<file path="config.mk">
export PLATFORM = sky130hd
export DESIGN_NAME = escaped_frame_builder_crc16
export DESIGN_NICKNAME = d
export VERILOG_FILES = /design/src/rtl/efb_pkg.sv /design/src/rtl/efb_front.sv /design/src/rtl/efb_queue.sv /design/src/rtl/efb_back.sv /design/src/rtl/escaped_frame_builder_crc16.sv
export VERILOG_INCLUDE_DIRS = /design/src /design/src/rtl
export SDC_FILE = /design/constraint.sdc
export NUM_CORES = 1
export LEC_CHECK = 0
export ABC_CLOCK_PERIOD_IN_PS = 6100
export BUFFER_PORTS_ARGS = -buffer_cell sky130_fd_sc_hd__buf_2
export CAP_MARGIN = 10
export CORE_MARGIN = 2
export CORE_UTILIZATION = 30
export DETAILED_ROUTE_END_ITERATION = 7
export PLACE_DENSITY_LB_ADDON = 0.08
export SLEW_MARGIN = 20
export SYNTH_ARGS = -nofsm -noshare
export SYNTH_HDL_FRONTEND = slang
export SYNTH_HIERARCHICAL = 1
export SYNTH_SLANG_ARGS = --single-unit
</file>
<file path="constraint.sdc">
create_clock -name i_clk -period 6.1 [get_ports i_clk]
set_input_delay 0.915 -clock i_clk [delete_from_list [all_inputs] [get_ports i_clk]]
set_output_delay 0.915 -clock i_clk [all_outputs]
set_load 0.005 [all_outputs]
</file>
<file path="src/rtl/escaped_frame_builder_crc16_assert.svh">
// assertion macros for the escaped frame builder
`ifndef ESCAPED_FRAME_BUILDER_CRC16_ASSERT_SVH
`define ESCAPED_FRAME_BUILDER_CRC16_ASSERT_SVH

// same-cycle implication, checked outside reset
`define EFB_ASSERT_NOW(label, ante, cons, msg) \
    label: assert property (@(posedge i_clk) disable iff (!i_rst_n) (ante) |-> (cons)) \
        else $error(msg);

// next-cycle implication, checked outside reset
`define EFB_ASSERT_NEXT(label, ante, cons, msg) \
    label: assert property (@(posedge i_clk) disable iff (!i_rst_n) (ante) |=> (cons)) \
        else $error(msg);

`endif

</file>
<file path="src/rtl/efb_pkg.sv">
// shared types, constants and crc function of the escaped frame builder
package efb_pkg;

    localparam logic [7:0]  START_BYTE     = 8'h55;
    localparam logic [7:0]  ESC_BYTE       = 8'hAA;
    localparam logic [7:0]  ESC_TAIL_START = 8'h00;
    localparam logic [7:0]  ESC_TAIL_ESC   = 8'h01;
    localparam logic [15:0] CRC_POLY       = 16'hA001;
    localparam logic [15:0] CRC_INIT       = 16'hFFFF;
    localparam logic [7:0]  FRAME_LEN_RST  = 8'd128;

    // one classified item handed from front to back
    typedef struct packed {
        logic [7:0]  data;
        logic [7:0]  len;
        logic        first;
        logic        last;
        logic [15:0] crc;
    } t_item;

    // crc-16/modbus update by one byte, reflected
    function automatic logic [15:0] crc_byte(input logic [15:0] c_in, input logic [7:0] b);
        logic [15:0] c;
        c = c_in ^ {8'h00, b};
        for (int k = 0; k < 8; k++) begin
            if (c[0]) begin
                c = (c >> 1) ^ CRC_POLY;
            end else begin
                c = c >> 1;
            end
        end
        return c;
    endfunction

endpackage

</file>
<file path="src/rtl/efb_front.sv">
// front part: accepts samples, tracks frame position and crc, classifies items
module efb_front (
    input  logic          i_clk,
    input  logic          i_rst_n,
    input  logic          i_cfg_we,
    input  logic [7:0]    i_cfg_wdata,
    input  logic          i_in_valid,
    input  logic [7:0]    i_sample,
    input  logic          i_q_full,
    output logic          o_in_stall,
    output logic          o_push,
    output efb_pkg::t_item o_item
);
    import efb_pkg::*;

    logic [7:0]  r_frame_len;
    logic [15:0] r_len_crc;
    logic [7:0]  r_idx;
    logic [15:0] r_crc;
    logic [15:0] crc_in;
    logic [15:0] crc_new;
    logic        first;
    logic        last;
    logic        accept;

    // length register with crc of the length byte kept alongside
    always_ff @(posedge i_clk) begin
        if (!i_rst_n) begin
            r_frame_len <= FRAME_LEN_RST;
            r_len_crc   <= crc_byte(CRC_INIT, FRAME_LEN_RST);
        end else if (i_cfg_we) begin
            r_frame_len <= i_cfg_wdata;
            r_len_crc   <= crc_byte(CRC_INIT, i_cfg_wdata);
        end
    end

    // classify the incoming sample
    always_comb begin
        first   = (r_idx == 8'd0);
        crc_in  = first ? r_len_crc : r_crc;
        crc_new = crc_byte(crc_in, i_sample);
        if (r_frame_len == 8'd0) begin
            last = (r_idx == 8'hFF);
        end else begin
            last = (({1'b0, r_idx} + 9'd1) >= {1'b0, r_frame_len});
        end
    end

    assign o_in_stall = i_q_full;
    assign accept     = i_in_valid && !i_q_full;
    assign o_push     = accept;

    always_comb begin
        o_item.data  = i_sample;
        o_item.len   = r_frame_len;
        o_item.first = first;
        o_item.last  = last;
        o_item.crc   = crc_new;
    end

    // frame position and running crc
    always_ff @(posedge i_clk) begin
        if (!i_rst_n) begin
            r_idx <= 8'd0;
            r_crc <= CRC_INIT;
        end else if (accept) begin
            if (last) begin
                r_idx <= 8'd0;
                r_crc <= CRC_INIT;
            end else begin
                r_idx <= r_idx + 8'd1;
                r_crc <= crc_new;
            end
        end
    end

endmodule

</file>
<file path="src/rtl/efb_queue.sv">
// short item queue between front and back
module efb_queue #(
    parameter int DEPTH = 4
) (
    input  logic           i_clk,
    input  logic           i_rst_n,
    input  logic           i_push,
    input  efb_pkg::t_item i_item,
    input  logic           i_pop,
    output logic           o_full,
    output logic           o_empty,
    output efb_pkg::t_item o_head
);
    import efb_pkg::*;

    localparam int PW = (DEPTH > 1) ? $clog2(DEPTH) : 1;
    localparam int CW = $clog2(DEPTH + 1);
    localparam logic [PW-1:0] PTR_LAST = PW'(DEPTH - 1);
    localparam logic [CW-1:0] CNT_FULL = CW'(DEPTH);

    t_item         r_mem [DEPTH];
    logic [PW-1:0] r_wptr;
    logic [PW-1:0] r_rptr;
    logic [CW-1:0] r_cnt;
    logic          do_push;
    logic          do_pop;

    assign o_full  = (r_cnt == CNT_FULL);
    assign o_empty = (r_cnt == '0);
    assign o_head  = r_mem[r_rptr];
    assign do_push = i_push && !o_full;
    assign do_pop  = i_pop && !o_empty;

    // storage
    always_ff @(posedge i_clk) begin
        if (do_push) begin
            r_mem[r_wptr] <= i_item;
        end
    end

    // pointers and fill count
    always_ff @(posedge i_clk) begin
        if (!i_rst_n) begin
            r_wptr <= '0;
            r_rptr <= '0;
            r_cnt  <= '0;
        end else begin
            if (do_push) begin
                r_wptr <= (r_wptr == PTR_LAST) ? '0 : r_wptr + PW'(1);
            end
            if (do_pop) begin
                r_rptr <= (r_rptr == PTR_LAST) ? '0 : r_rptr + PW'(1);
            end
            if (do_push && !do_pop) begin
                r_cnt <= r_cnt + CW'(1);
            end else if (do_pop && !do_push) begin
                r_cnt <= r_cnt - CW'(1);
            end
        end
    end

endmodule

</file>
<file path="src/rtl/efb_back.sv">
// back part: byte sequencer with escaping and registered output
module efb_back (
    input  logic           i_clk,
    input  logic           i_rst_n,
    input  logic           i_q_empty,
    input  efb_pkg::t_item i_head,
    output logic           o_pop,
    input  logic           i_out_stall,
    output logic           o_out_valid,
    output logic [7:0]     o_out_byte,
    output logic           o_run_last,
    output logic           o_frame_end
);
    import efb_pkg::*;

    `include "escaped_frame_builder_crc16_assert.svh"

    localparam logic [2:0] PH_IDLE  = 3'd0;
    localparam logic [2:0] PH_START = 3'd1;
    localparam logic [2:0] PH_LEN   = 3'd2;
    localparam logic [2:0] PH_DATA  = 3'd3;
    localparam logic [2:0] PH_CRCH  = 3'd4;
    localparam logic [2:0] PH_CRCL  = 3'd5;

    logic [2:0] r_phase, n_phase;
    logic       r_esc2, n_esc2;
    logic       r_esc_tail, n_esc_tail;
    t_item      r_item, n_item;
    logic       r_out_valid, n_out_valid;
    logic [7:0] r_out_byte, n_out_byte;
    logic       r_run_last, n_run_last;
    logic       r_frame_end, n_frame_end;

    logic [7:0] raw;
    logic       active;
    logic       can_emit;
    logic       fire;
    logic       needs_esc;
    logic       advance;
    logic       finishing;
    logic       pop;
    logic [2:0] load_phase;
    logic [2:0] step_phase;

    // raw byte for the current phase
    always_comb begin
        unique case (r_phase)
            PH_START: raw = START_BYTE;
            PH_LEN:   raw = r_item.len;
            PH_DATA:  raw = r_item.data;
            PH_CRCH:  raw = r_item.crc[15:8];
            PH_CRCL:  raw = r_item.crc[7:0];
            default:  raw = 8'h00;
        endcase
    end

    // phase after the current one within an item
    always_comb begin
        unique case (r_phase)
            PH_START: step_phase = PH_LEN;
            PH_LEN:   step_phase = PH_DATA;
            PH_DATA:  step_phase = PH_CRCH;
            PH_CRCH:  step_phase = PH_CRCL;
            default:  step_phase = PH_IDLE;
        endcase
    end

    // emit control
    always_comb begin
        active     = (r_phase != PH_IDLE);
        can_emit   = !r_out_valid || !i_out_stall;
        fire       = active && can_emit;
        needs_esc  = (r_phase != PH_START) && ((raw == START_BYTE) || (raw == ESC_BYTE));
        advance    = fire && (r_esc2 || !needs_esc);
        finishing  = advance && ((r_phase == PH_CRCL) || ((r_phase == PH_DATA) && !r_item.last));
        pop        = (!active || finishing) && !i_q_empty;
        load_phase = i_head.first ? PH_START : PH_DATA;
    end

    assign o_pop = pop;

    // next state
    always_comb begin
        n_phase     = r_phase;
        n_esc2      = r_esc2;
        n_esc_tail  = r_esc_tail;
        n_item      = r_item;
        n_out_valid = r_out_valid;
        n_out_byte  = r_out_byte;
        n_run_last  = r_run_last;
        n_frame_end = r_frame_end;

        if (fire) begin
            n_out_valid = 1'b1;
            n_run_last  = finishing;
            n_frame_end = finishing && (r_phase == PH_CRCL);
            if (r_esc2) begin
                n_out_byte = r_esc_tail ? ESC_TAIL_ESC : ESC_TAIL_START;
                n_esc2     = 1'b0;
            end else if (needs_esc) begin
                n_out_byte = ESC_BYTE;
                n_esc2     = 1'b1;
                n_esc_tail = (raw == ESC_BYTE);
            end else begin
                n_out_byte = raw;
            end
        end else if (can_emit) begin
            n_out_valid = 1'b0;
        end

        if (advance) begin
            n_phase = step_phase;
        end
        if (finishing) begin
            n_phase = PH_IDLE;
        end
        if (pop) begin
            n_phase = load_phase;
            n_item  = i_head;
        end
    end

    // control registers
    always_ff @(posedge i_clk) begin
        if (!i_rst_n) begin
            r_phase     <= PH_IDLE;
            r_esc2      <= 1'b0;
            r_out_valid <= 1'b0;
        end else begin
            r_phase     <= n_phase;
            r_esc2      <= n_esc2;
            r_out_valid <= n_out_valid;
        end
    end

    // payload registers
    always_ff @(posedge i_clk) begin
        r_esc_tail  <= n_esc_tail;
        r_item      <= n_item;
        r_out_byte  <= n_out_byte;
        r_run_last  <= n_run_last;
        r_frame_end <= n_frame_end;
    end

    assign o_out_valid = r_out_valid;
    assign o_out_byte  = r_out_byte;
    assign o_run_last  = r_run_last;
    assign o_frame_end = r_frame_end;

    // checks
    `EFB_ASSERT_NOW(a_end_is_last, r_out_valid && r_frame_end, r_run_last, "frame end without run end")
    `EFB_ASSERT_NOW(a_esc_in_item, r_esc2, r_phase != PH_IDLE, "escape tail pending while idle")
    `EFB_ASSERT_NOW(a_esc_follows, r_esc2, r_out_valid && (r_out_byte == ESC_BYTE), "escape tail without escape byte")

endmodule

</file>
<file path="src/rtl/escaped_frame_builder_crc16.sv">
// Escaped frame builder: packs 8-bit samples into frames of frame_len samples
// (0 means 256), each opened by 0x55 and the escaped length byte and closed by
// the escaped CRC-16/MODBUS (high byte first) over length and data; 0x55 goes
// out as AA 00 and 0xAA as AA 01. The front takes one sample per cycle while the
// item queue has room; the back sequencer sends one output byte per cycle unless
// the output is stalled. An item gives 1 to 9 bytes and is loaded before its
// first byte when the sequencer is idle, else as the last byte of the one ahead
// goes out. The user writes the length register with i_cfg_we only while the
// block is idle; the block itself does not enforce this.
module escaped_frame_builder_crc16 #(
    parameter int QDEPTH = 4
) (
    input  logic       i_clk,
    input  logic       i_rst_n,
    input  logic       i_cfg_we,
    input  logic [7:0] i_cfg_wdata,
    input  logic       i_in_valid,
    output logic       o_in_stall,
    input  logic [7:0] i_sample,
    output logic       o_out_valid,
    input  logic       i_out_stall,
    output logic [7:0] o_out_byte,
    output logic       o_run_last,
    output logic       o_frame_end
);
    import efb_pkg::*;

    t_item push_item;
    t_item head_item;
    logic  push;
    logic  pop;
    logic  q_full;
    logic  q_empty;

    // front: accept and classify
    efb_front u_front (
        .i_clk       (i_clk),
        .i_rst_n     (i_rst_n),
        .i_cfg_we    (i_cfg_we),
        .i_cfg_wdata (i_cfg_wdata),
        .i_in_valid  (i_in_valid),
        .i_sample    (i_sample),
        .i_q_full    (q_full),
        .o_in_stall  (o_in_stall),
        .o_push      (push),
        .o_item      (push_item)
    );

    // item queue
    efb_queue #(
        .DEPTH (QDEPTH)
    ) u_queue (
        .i_clk   (i_clk),
        .i_rst_n (i_rst_n),
        .i_push  (push),
        .i_item  (push_item),
        .i_pop   (pop),
        .o_full  (q_full),
        .o_empty (q_empty),
        .o_head  (head_item)
    );

    // back: byte sequencer
    efb_back u_back (
        .i_clk       (i_clk),
        .i_rst_n     (i_rst_n),
        .i_q_empty   (q_empty),
        .i_head      (head_item),
        .o_pop       (pop),
        .i_out_stall (i_out_stall),
        .o_out_valid (o_out_valid),
        .o_out_byte  (o_out_byte),
        .o_run_last  (o_run_last),
        .o_frame_end (o_frame_end)
    );

endmodule
</file>
==> results of run 1 <==
==> placed cells by master (no fill, tap or decap), types with 8 or more instances in the layout <==
cell / Yosys / final
nor3_1: 10 / 10
clkbuf_16: 0 / 29
a21oi_1: 23 / 23
xor2_1: 15 / 15
a211oi_1: 9 / 9
nand2_1: 68 / 68
nor3b_1: 9 / 9
o32ai_1: 14 / 14
xnor2_1: 27 / 27
nand3_1: 9 / 9
mux2i_1: 14 / 14
nor2_1: 37 / 37
buf_2: 10 / 32
nor2b_1: 8 / 8
o21ai_0: 21 / 21
nand2b_1: 8 / 8
inv_1: 22 / 22
ha_1: 16 / 16
dfxtp_1: 56 / 55
edfxtp_1: 180 / 180
mux4_2: 30 / 30
==> per-stage QoR <==
stage          utilization  setup slack, ps  power [uW]
2_1_floorplan            -             1180        3490
3_3_place_gp         0.317             2110        3950
3_5_place_dp         0.317             1890        3980
4_1_cts              0.343             1870        5620
5_1_grt              0.344             1540        5820
6_report             0.344             1810        5500
==> worst min-delay path by stage <==
| stage | startpoint | to | slack, ps | cells after the start |
|---|---|---|---|---|
| 2_1_floorplan | u_front/r_len_crc[7]$_SDFFE_PN1P_ | u_front/r_len_crc[7]$_SDFFE_PN1P_ | 440 | 2 |
| 4_1_cts | u_front/r_crc[7]$_SDFFE_PN1P_ | u_front/r_crc[7]$_SDFFE_PN1P_ | 490 | 2 |
| 3_5_place_dp | u_front/r_crc[7]$_SDFFE_PN1P_ | u_front/r_crc[7]$_SDFFE_PN1P_ | 470 | 2 |
| 5_1_grt | u_front/r_crc[8]$_SDFFE_PN1P_ | u_front/r_crc[8]$_SDFFE_PN1P_ | 510 | 2 |
| 3_3_place_gp | u_front/r_crc[7]$_SDFFE_PN1P_ | u_front/r_crc[7]$_SDFFE_PN1P_ | 460 | 2 |
| 6_report | u_front/r_crc[7]$_SDFFE_PN1P_ | u_front/r_crc[7]$_SDFFE_PN1P_ | 480 | 2 |
==> per-layer routing <==
layer  global-route usage  wire length [um]
met5                    0                 0
met2                0.235             12000
met3               0.0238               951
met1                0.201             11800
met4               0.0358               530
==> area by class of cell <==
| cell class | count | area, um^2 |
|---|---|---|
| Multi-Input combinational cell | 418 | 3460 |
| Inverter | 24 | 90.1 |
| Clock inverter | 17 | 141 |
| Timing Repair Buffer | 40 | 245 |
| Tap cell | 455 | 569 |
| Antenna cell | 1 | 2.50 |
| Fill cell | 3321 | 22500 |
| Clock buffer | 35 | 748 |
| Sequential cell | 236 | 6530 |
==> flip-flops by register name (all words and copies together) (netlist names), 2 cells and up, named ones only <==
register	flops
u_front/r_idx	8
u_queue/r_wptr	2
u_back/o_out_byte	8
u_back/r_phase	3
u_queue/r_mem	136
u_queue/r_rptr	2
u_back/r_item	33
u_front/r_crc	16
u_front/r_frame_len	8
u_front/r_len_crc	10
u_queue/r_cnt	3
==> report_power, final <==
group / switching [uW] / internal, uW / total (uW)
combinational: 834 / 574 / 1410
sequential: 201 / 2290 / 2490
clock: 653 / 951 / 1600
==> worst register-to-register path, cell delays in order, from the launching register on <==
cell	delay [ps]
dfxtp_1	840
nand2b_1	250
o22ai_1	490
o211ai_1	170
and4bb_4	390
a32o_2	300
o22ai_4	120
o31ai_1	170
ha_1	300
inv_1	60
fa_1	370
xor2_1	180
or3_1	330
a21boi_0	220
==> kinds of logic after synthesis <==
family	Yosys count
AOI/OAI and AO/OA	115
xor gates and xnor gates	44
adders and majority gates	17
buffers and inverters	74
DFF	236
muxes	48
and+or+nand+nor	194
==> summary.txt, run 1 <==
Outcome - completed
Die area - 36200 um^2
CP Data Required Time - 6540 ps
Row count - 68
Detailed-route wire length - 25300 um
Worst Setup End Kind - flip-flop
Crit path kind - flip-flop to flip-flop
Die Span X - 190 um
Total GRT Usage - 0.144
Final worst path period share - 0.704
Final Hold Slack - 480 ps
#FFs+latches synth - 236
Complex-gate fraction of the synthesized area - 0.0826
Skew final - 9.90 ps
Post-synthesis sequential area ratio - 0.628
Most frequent cells after synthesis - edfxtp_1, nand2_1, dfxtp_1
Simple logic cell fraction of the synthesized area - 0.0991
Hold_buf cts - 0
Finished Cell Area - 11800 um^2
Reg2reg end - u_queue/r_cnt[2]$_SDFFE_PN0P_
Max incr delay on CP - 840 ps
CP top delay family - compound AO/OA/AOI/OAI gates
TNS Setup - 0 ps
Yosys top cell by area - edfxtp_1
Starting Density - 0.303
Multiplexer share of the synthesized area - 0.0886
Routed WL per cell - 20.6 um
I/O pins - 33
Async S/R FF share, synth - 0
Grt ovf - 0
Syn. warnings - 6
Number of max-cap violations - 0
Post-synth top area share - 0.520
Final net count - 786
Main combinational cell family by area after synthesis - simple AND/OR/NAND/NOR gates
Post-Syn Instances - 728
Placed Area - 10900 um^2
Drt pass-1 iters - 4
Clk_lat worst skew - 540 ps
Post-DP HPWL - 16900 um
Critical R2R Launch - u_back/r_phase[2]$_SDFFE_PN0P_
P&R area growth vs syn - 13.4%
Crit path buf inv count - 1
# clock sinks - 236
Main synth FF type - edfxtp_1
Final setup fails - 0
Slowest cell on the critical path - dfxtp_1
Area share of fa/ha/maj cells after synthesis - 0.0212
Min-Delay Path Class - flip-flop to flip-flop
Core box area - 34300 um^2
Number of distinct library cells after synthesis - 78
Unrepaired setup endpoints after global routing - false
Fin. Hold Viols - 0
Largest net degree at the start of global routing - 42
Fmax - 0.233 GHz
Slew @ Worst Pin - 1090 ps
Syn Nets - 766
Synth Area in XOR/XNOR - 0.0398
Chip height - 190 um
Via Count - 5992
Starting DRT DRC Count - 356
Initial antenna violation count - 2
PostCTS Resize Cnt - 0
Inst Count DP - 1172
Netlist Area Pre-Place - 10400 um^2
Slew Viols, Final - 0
Number of global-route vias before repair - 6174
Power per cell area - 467 nW/um^2
Wire length of the first global-routing pass - 39100 um
Port buffer count - 32
Levels on crit path - 13
Avg Inst Size Synth - 14.3 um^2
Max_slew headroom - 0.273
Root buffer cell - clkbuf_16
Layout cells sized above 1 - 0.184
Post-CTS Setup Inserts - 0
Critical path startpoint category - flip-flop
Setup crit start - u_back/r_phase[2]$_SDFFE_PN0P_
Crit path DAT - 4740 ps
Fin cells - 1226
Leak Pwr - 0.00403 uW
Final ANT Viol Nets - 0
Via density - 4.89
Reg-to-reg slack, setup - 1810 ps
Number of flops mapped to enable cells by yosys - 180
Tmin final - 4290 ps
Most frequent cell after synthesis - edfxtp_1
Drt drc - 0
TritonCTS clock tree - yes
GP Congestion - 0.793
Worst-path fanout max - 27
CP endpoint - u_queue/r_cnt[2]$_SDFFE_PN0P_
Peak supply drop - 207 uV
Path depth of the worst reg2reg path - 13
Clock-pin slew on the worst setup and hold paths - 60 ps
H-Tree Level Count - 1
Cell Chain, Critical Path - nand2b_1 > o22ai_1 > o211ai_1 > and4bb_4 > a32o_2 > o22ai_4 > o31ai_1 > ha_1 > inv_1 > fa_1 > xor2_1 > or3_1 > a21boi_0
CTS Buffer Depth - 3
Largest cells by area after synthesis - edfxtp_1, dfxtp_1, mux4_2, nand2_1, xnor2_1
Total CTS buffers - 28
No activity file was read; power rests on OpenSTA's default activity.
==> inputs of run 2 (changes only) <==
Settings changed: ABC_CLOCK_PERIOD_IN_PS 6100 to 4200.
Clock period 6.1 ns to 4.2 ns, I/O delays scaled along.
==> run 2 against run 1 <==
Cell count up 0.49%. Worst hold slack worse by 110 ps. Critical endpoint unchanged. Highest routed layer unchanged. Clock skew grew 2.0 ps. Critical path type unchanged. Register-to-register slack worse by 1500 ps. First-iteration DRC count increased by 21%. Global-route usage down 0.51 points. Core utilization grew 0.080 points. Fmax rose by 11%. Design area grew 0.23%. Total power grew 45%. Die area did not move.
==> summary.txt, run 2 (same netlist as run 1, synthesis figures left out) <==
I/O pins - 33
Final Power - 8000 uW
Hold_buf cts - 0
Fin. Hold Viols - 0
Detailed-route wire length - 24600 um
Worst-path fanout max - 20
PostCTS Resize Cnt - 0
GP Congestion - 0.800
Critical path startpoint category - flip-flop
Final setup fails - 0
Clk_lat worst skew - 540 ps
CP Data Required Time - 4660 ps
Crit path DAT - 4340 ps
Max_slew headroom - 0.253
CTS Buffer Depth - 3
Number of max-cap violations - 0
Reg with most FFs - u_queue/r_mem
Leak Pwr - 0.00407 uW
Number of global-route vias before repair - 6166
Multi-input gate area - 3460 um^2
Final worst path period share - 0.924
Unrepaired setup endpoints after global routing - false
Row count - 68
Port buffer count - 32
Final Core Density - 0.345
P&R area growth vs syn - 13.7%
Drt drc - 0
Final Hold Slack - 372 ps
Clock-pin slew on the worst setup and hold paths - 60 ps
Slew Viols, Final - 0
Power per cell area - 677 nW/um^2
Grt ovf - 0
Skew final - 11.9 ps
Outcome - completed
Peak supply drop - 329 uV
Max reg flops - 136
Core box area - 34300 um^2
Root buffer cell - clkbuf_16
Total GRT Usage - 0.139
TritonCTS clock tree - yes
Worst Setup End Kind - flip-flop
Largest net degree at the start of global routing - 41
Wire length of the first global-routing pass - 37500 um
Layout cells sized above 1 - 0.191
Via Count - 5991
# clock sinks - 236
Die Span X - 190 um
Post-CTS Setup Inserts - 0
Slew @ Worst Pin - 1120 ps
Total CTS buffers - 28
Via density - 4.86
Tmin final - 3880 ps
Storage cell area - 6530 um^2
Starting DRT DRC Count - 429
TNS Setup - 0 ps
Chip height - 190 um
Min-Delay Path Class - input port to flip-flop
Die area - 36200 um^2
Crit path kind - flip-flop to flip-flop
Post-DP HPWL - 16500 um
H-Tree Level Count - 1
Initial antenna violation count - 1
Fmax - 0.258 GHz
Most common cell after layout, fill and taps aside - edfxtp_1
Largest regs - u_queue/r_mem x136, u_back/r_item x33, u_front/r_crc x16
Routed WL per cell - 20.0 um
Drt pass-1 iters - 7
Final ANT Viol Nets - 0
Final net count - 790
Fill count - 3310
Starting Density - 0.303
Most frequent cells in the layout - edfxtp_1, nand2_1, dfxtp_1
==> run 2: changes by cell type in the layout (fill, tap and decap cells not counted), sizes merged <==
| cell | before | now |
|---|---|---|
| clkinvlp | 5 | 1 |
| buf | 40 | 44 |
| diode | 1 | 3 |
| clkbuf | 35 | 38 |
| clkinv | 12 | 13 |
==> run 2: layout make-up <==
cell class	count	share of cell area
Inverter	24	0.00762
Timing Repair Buffer	44	0.0212
Clock buffer	38	0.0668
Tap cell	455	0.0482
Antenna cell	3	0.000635
Clock inverter	14	0.00995
Multi-Input combinational cell	418	0.293
Sequential cell	236	0.553
==> run 2: per-stage QoR <==
step / instances / instance area [um^2] / setup slack [ps]
after global placement: 1177 / 10900 / 507
final: 1232 / 11800 / 317
after floorplan: 728 / 10400 / 231
after detailed placement: 1177 / 10900 / 312
after global routing: 1229 / 11800 / 52.6
after CTS: 1229 / 11800 / 324
==> run 2: where the power goes <==
group          internal [uW]  switching, uW
clock                   1430            919
sequential              3330            370
combinational            839           1110
==> run 2: layer usage <==
layer,vias up,global-route usage,share of wire
li1,2808,-,-
met1,3028,0.186,0.46
met2,127,0.233,0.48
met3,28,0.0253,0.042
met4,0,0.0373,0.018
met5,-,0,0
==> run 2: critical path, cell delays in order, from the launching register on <==
cell,delay [ps]
dfxtp_1,720
nand2b_1,230
o22ai_1,410
o211ai_1,150
and4bb_4,390
a32o_2,280
o22ai_4,110
o31ai_1,160
ha_1,280
inv_1,60
fa_1,370
xor2_1,170
or3_1,300
a21boi_0,160
==> run 2: worst paths after layout <==
| kind | depth (start not counted) | slack [ps] | end | from |
|---|---|---|---|---|
| hold / removal | 1 | 370 | u_queue/r_mem[0][29]$_DFFE_PP_ | i_sample[3] |
| setup reg to reg | 13 | 320 | u_queue/r_cnt[2]$_SDFFE_PN0P_ | u_back/r_phase[1]$_SDFFE_PN0P_ |
| hold reg to reg | 2 | 480 | u_front/r_crc[7]$_SDFFE_PN1P_ | u_front/r_crc[7]$_SDFFE_PN1P_ |
| setup / recovery | 13 | 320 | u_queue/r_cnt[2]$_SDFFE_PN0P_ | u_back/r_phase[1]$_SDFFE_PN0P_ |
==> inputs of run 3 (changes only) <==
Settings changed: ABC_CLOCK_PERIOD_IN_PS 4200 to 4910, CORE_ASPECT_RATIO from default to 1.1.
Clock period 4.2 ns to 4.91 ns, I/O delays scaled along.
==> run 3 against run 2 <==
Sequential share of layout area up 0.50 points. Total power down 16%. Design area down 0.91%. Combinational power down 14%. Cell count down 1.8%. Clock skew up 9.6 ps. Sequential cell count unchanged. Core utilization down 0.23 points. Critical path depth unchanged. Clock-buffer cell count down 2. First-iteration DRC count down 12%. Critical endpoint unchanged.
==> summary.txt, run 3 (same netlist as run 1, synthesis figures left out) <==
Reg-to-reg slack, setup - 780 ps
CP Data Required Time - 5370 ps
Post-DP HPWL - 16800 um
Worst-path fanout max - 22
Reg2reg end - u_queue/r_cnt[2]$_SDFFE_PN0P_
Drt drc - 0
Fmax - 0.242 GHz
Most frequent cells in the layout - edfxtp_1, nand2_1, dfxtp_1
Crit path DAT - 4590 ps
Min-delay src - u_front/r_crc[8]$_SDFFE_PN1P_
Largest regs - u_queue/r_mem x136, u_back/r_item x33, u_front/r_crc x16
TritonCTS clock tree - yes
I/O pins - 33
Root buffer cell - clkbuf_16
Chip height - 199 um
Levels on crit path - 13
Storage cell area - 6530 um^2
Total CTS buffers - 27
Via Count - 5975
Min-Delay Path Class - flip-flop to flip-flop
Crit path kind - flip-flop to flip-flop
Slew Viols, Final - 0
Layout cells sized above 1 - 0.188
ANT cells - 0
Final worst path period share - 0.841
Via density - 4.94
Finished Cell Area - 11700 um^2
H-Tree Level Count - 1
Tmin final - 4130 ps
Wire length of the first global-routing pass - 38700 um
P&R area growth vs syn - 12.6%
Fin cells - 1210
# clock sinks - 236
Peak supply drop - 266 uV
Final Hold Slack - 481 ps
Multi-input gate area - 3460 um^2
Final net count - 791
Clock-pin slew on the worst setup and hold paths - 60 ps
Hold_buf cts - 0
Hold Path Depth - 2
Unrepaired setup endpoints after global routing - false
Grt ovf - 0
Drt pass-1 iters - 5
Critical R2R Launch - u_back/r_phase[0]$_SDFFE_PN0P_
Inst Count DP - 1162
Routed WL per cell - 20.4 um
PostCTS Resize Cnt - 0
Max reg flops - 136
Worst Setup End Kind - flip-flop
Hold EP - u_front/r_crc[8]$_SDFFE_PN1P_
Leak Pwr - 0.00404 uW
Number of global-route vias before repair - 6369
Port buffer count - 32
Detailed-route wire length - 24700 um
Slowest cell on the critical path - dfxtp_1
Power per cell area - 571 nW/um^2
Total GRT Usage - 0.141
Reg with most FFs - u_queue/r_mem
Number of max-cap violations - 0
Crit path buf inv count - 1
Critical path startpoint category - flip-flop
Fill count - 3327
Row count - 71
Max_slew headroom - 0.372
Path depth of the worst reg2reg path - 13
Die area - 36200 um^2
Initial antenna violation count - 1
Die Span X - 181 um
Slew @ Worst Pin - 942 ps
Starting Density - 0.304
Post-CTS Setup Inserts - 0
Fin. Hold Viols - 0
Most common cell after layout, fill and taps aside - edfxtp_1
Largest net degree at the start of global routing - 41
GP Congestion - 0.769
Final ANT Viol Nets - 0
Outcome - completed
Core box area - 34200 um^2
Max incr delay on CP - 870 ps
Placed Area - 10900 um^2
Clk_lat worst skew - 540 ps
CP top delay family - simple AND/OR/NAND/NOR gates
Skew final - 21.5 ps
Cell Chain, Critical Path - nor2b_1 > a32o_1 > o22ai_1 > and4bb_4 > a32o_2 > o22ai_4 > o31ai_1 > ha_1 > inv_1 > fa_1 > xor2_1 > or3_1 > a21boi_0
Starting DRT DRC Count - 379
TNS Setup - 0 ps
CTS Buffer Depth - 3
Final setup fails - 0
run 3: cell count changes in the layout (fill, tap and decap cells not counted), sizes merged:
cell	before	now
inv	22	23
clkinv	13	12
clkinvlp	1	0
buf	44	46
bufinv	2	1
diode	3	0
clkbuf	38	36
run 3: worst max path at each step:
stage	from	to	slack, ps
final	u_back/r_phase[0]$_SDFFE_PN0P_	u_queue/r_cnt[2]$_SDFFE_PN0P_	780
after global routing	u_back/r_phase[2]$_SDFFE_PN0P_	u_queue/r_cnt[2]$_SDFFE_PN0P_	470
after CTS	u_back/r_phase[0]$_SDFFE_PN0P_	u_queue/r_cnt[2]$_SDFFE_PN0P_	830
after detailed placement	u_back/r_phase[0]$_SDFFE_PN0P_	u_queue/r_cnt[2]$_SDFFE_PN0P_	820
after global placement	u_back/r_phase[2]$_SDFFE_PN0P_	u_queue/r_cnt[2]$_SDFFE_PN0P_	1080
after floorplan	u_back/r_phase[1]$_SDFFE_PN0P_	u_queue/r_cnt[2]$_SDFFE_PN0P_	940
run 3: worst register-to-register path: stages, from the launching register on:
cell and delay [ps]:
dfxtp_1 870, nor2b_1 510, a32o_1 280, o22ai_1 100, and4bb_4 330, a32o_2 300, o22ai_4 120, o31ai_1 170
ha_1 290, inv_1 60, fa_1 370, xor2_1 170, or3_1 310, a21boi_0 170
run 3: layout make-up:
type                    instances  share of cell area
clock buffers                  36              0.0623
clock inverters                12             0.00727
inverters                      24             0.00769
multi-input cells             418               0.296
flip-flops and latches        236               0.558
well taps                     438              0.0468
repair buffers                 46              0.0227
run 3: routing by layer:
layer / global-route usage / wire (um) / vias to the layer above
met5: 0 / 0 / -
met4: 0.0587 / 842 / 0
met3: 0.0242 / 965 / 42
met2: 0.240 / 11800 / 106
met1: 0.180 / 11100 / 3020
li1: - / - / 2807
run 3: stage by stage:
step           worst slack, ps  total power [uW]   util
6_report                   779              6680  0.342
5_1_grt                    466              7090  0.342
4_1_cts                    829              6820  0.342
3_5_place_dp               824              4920  0.318
3_3_place_gp              1080              4890  0.318
2_1_floorplan              941              4330      -
run 3: power by group:
| group | internal, uW | total (uW) | switching (uW) |
|---|---|---|---|
| Sequential | 2850 | 3170 | 322 |
| Clock | 1090 | 1850 | 761 |
| Combinational | 715 | 1670 | 951 |
| Total | 4650 | 6680 | 2030 |
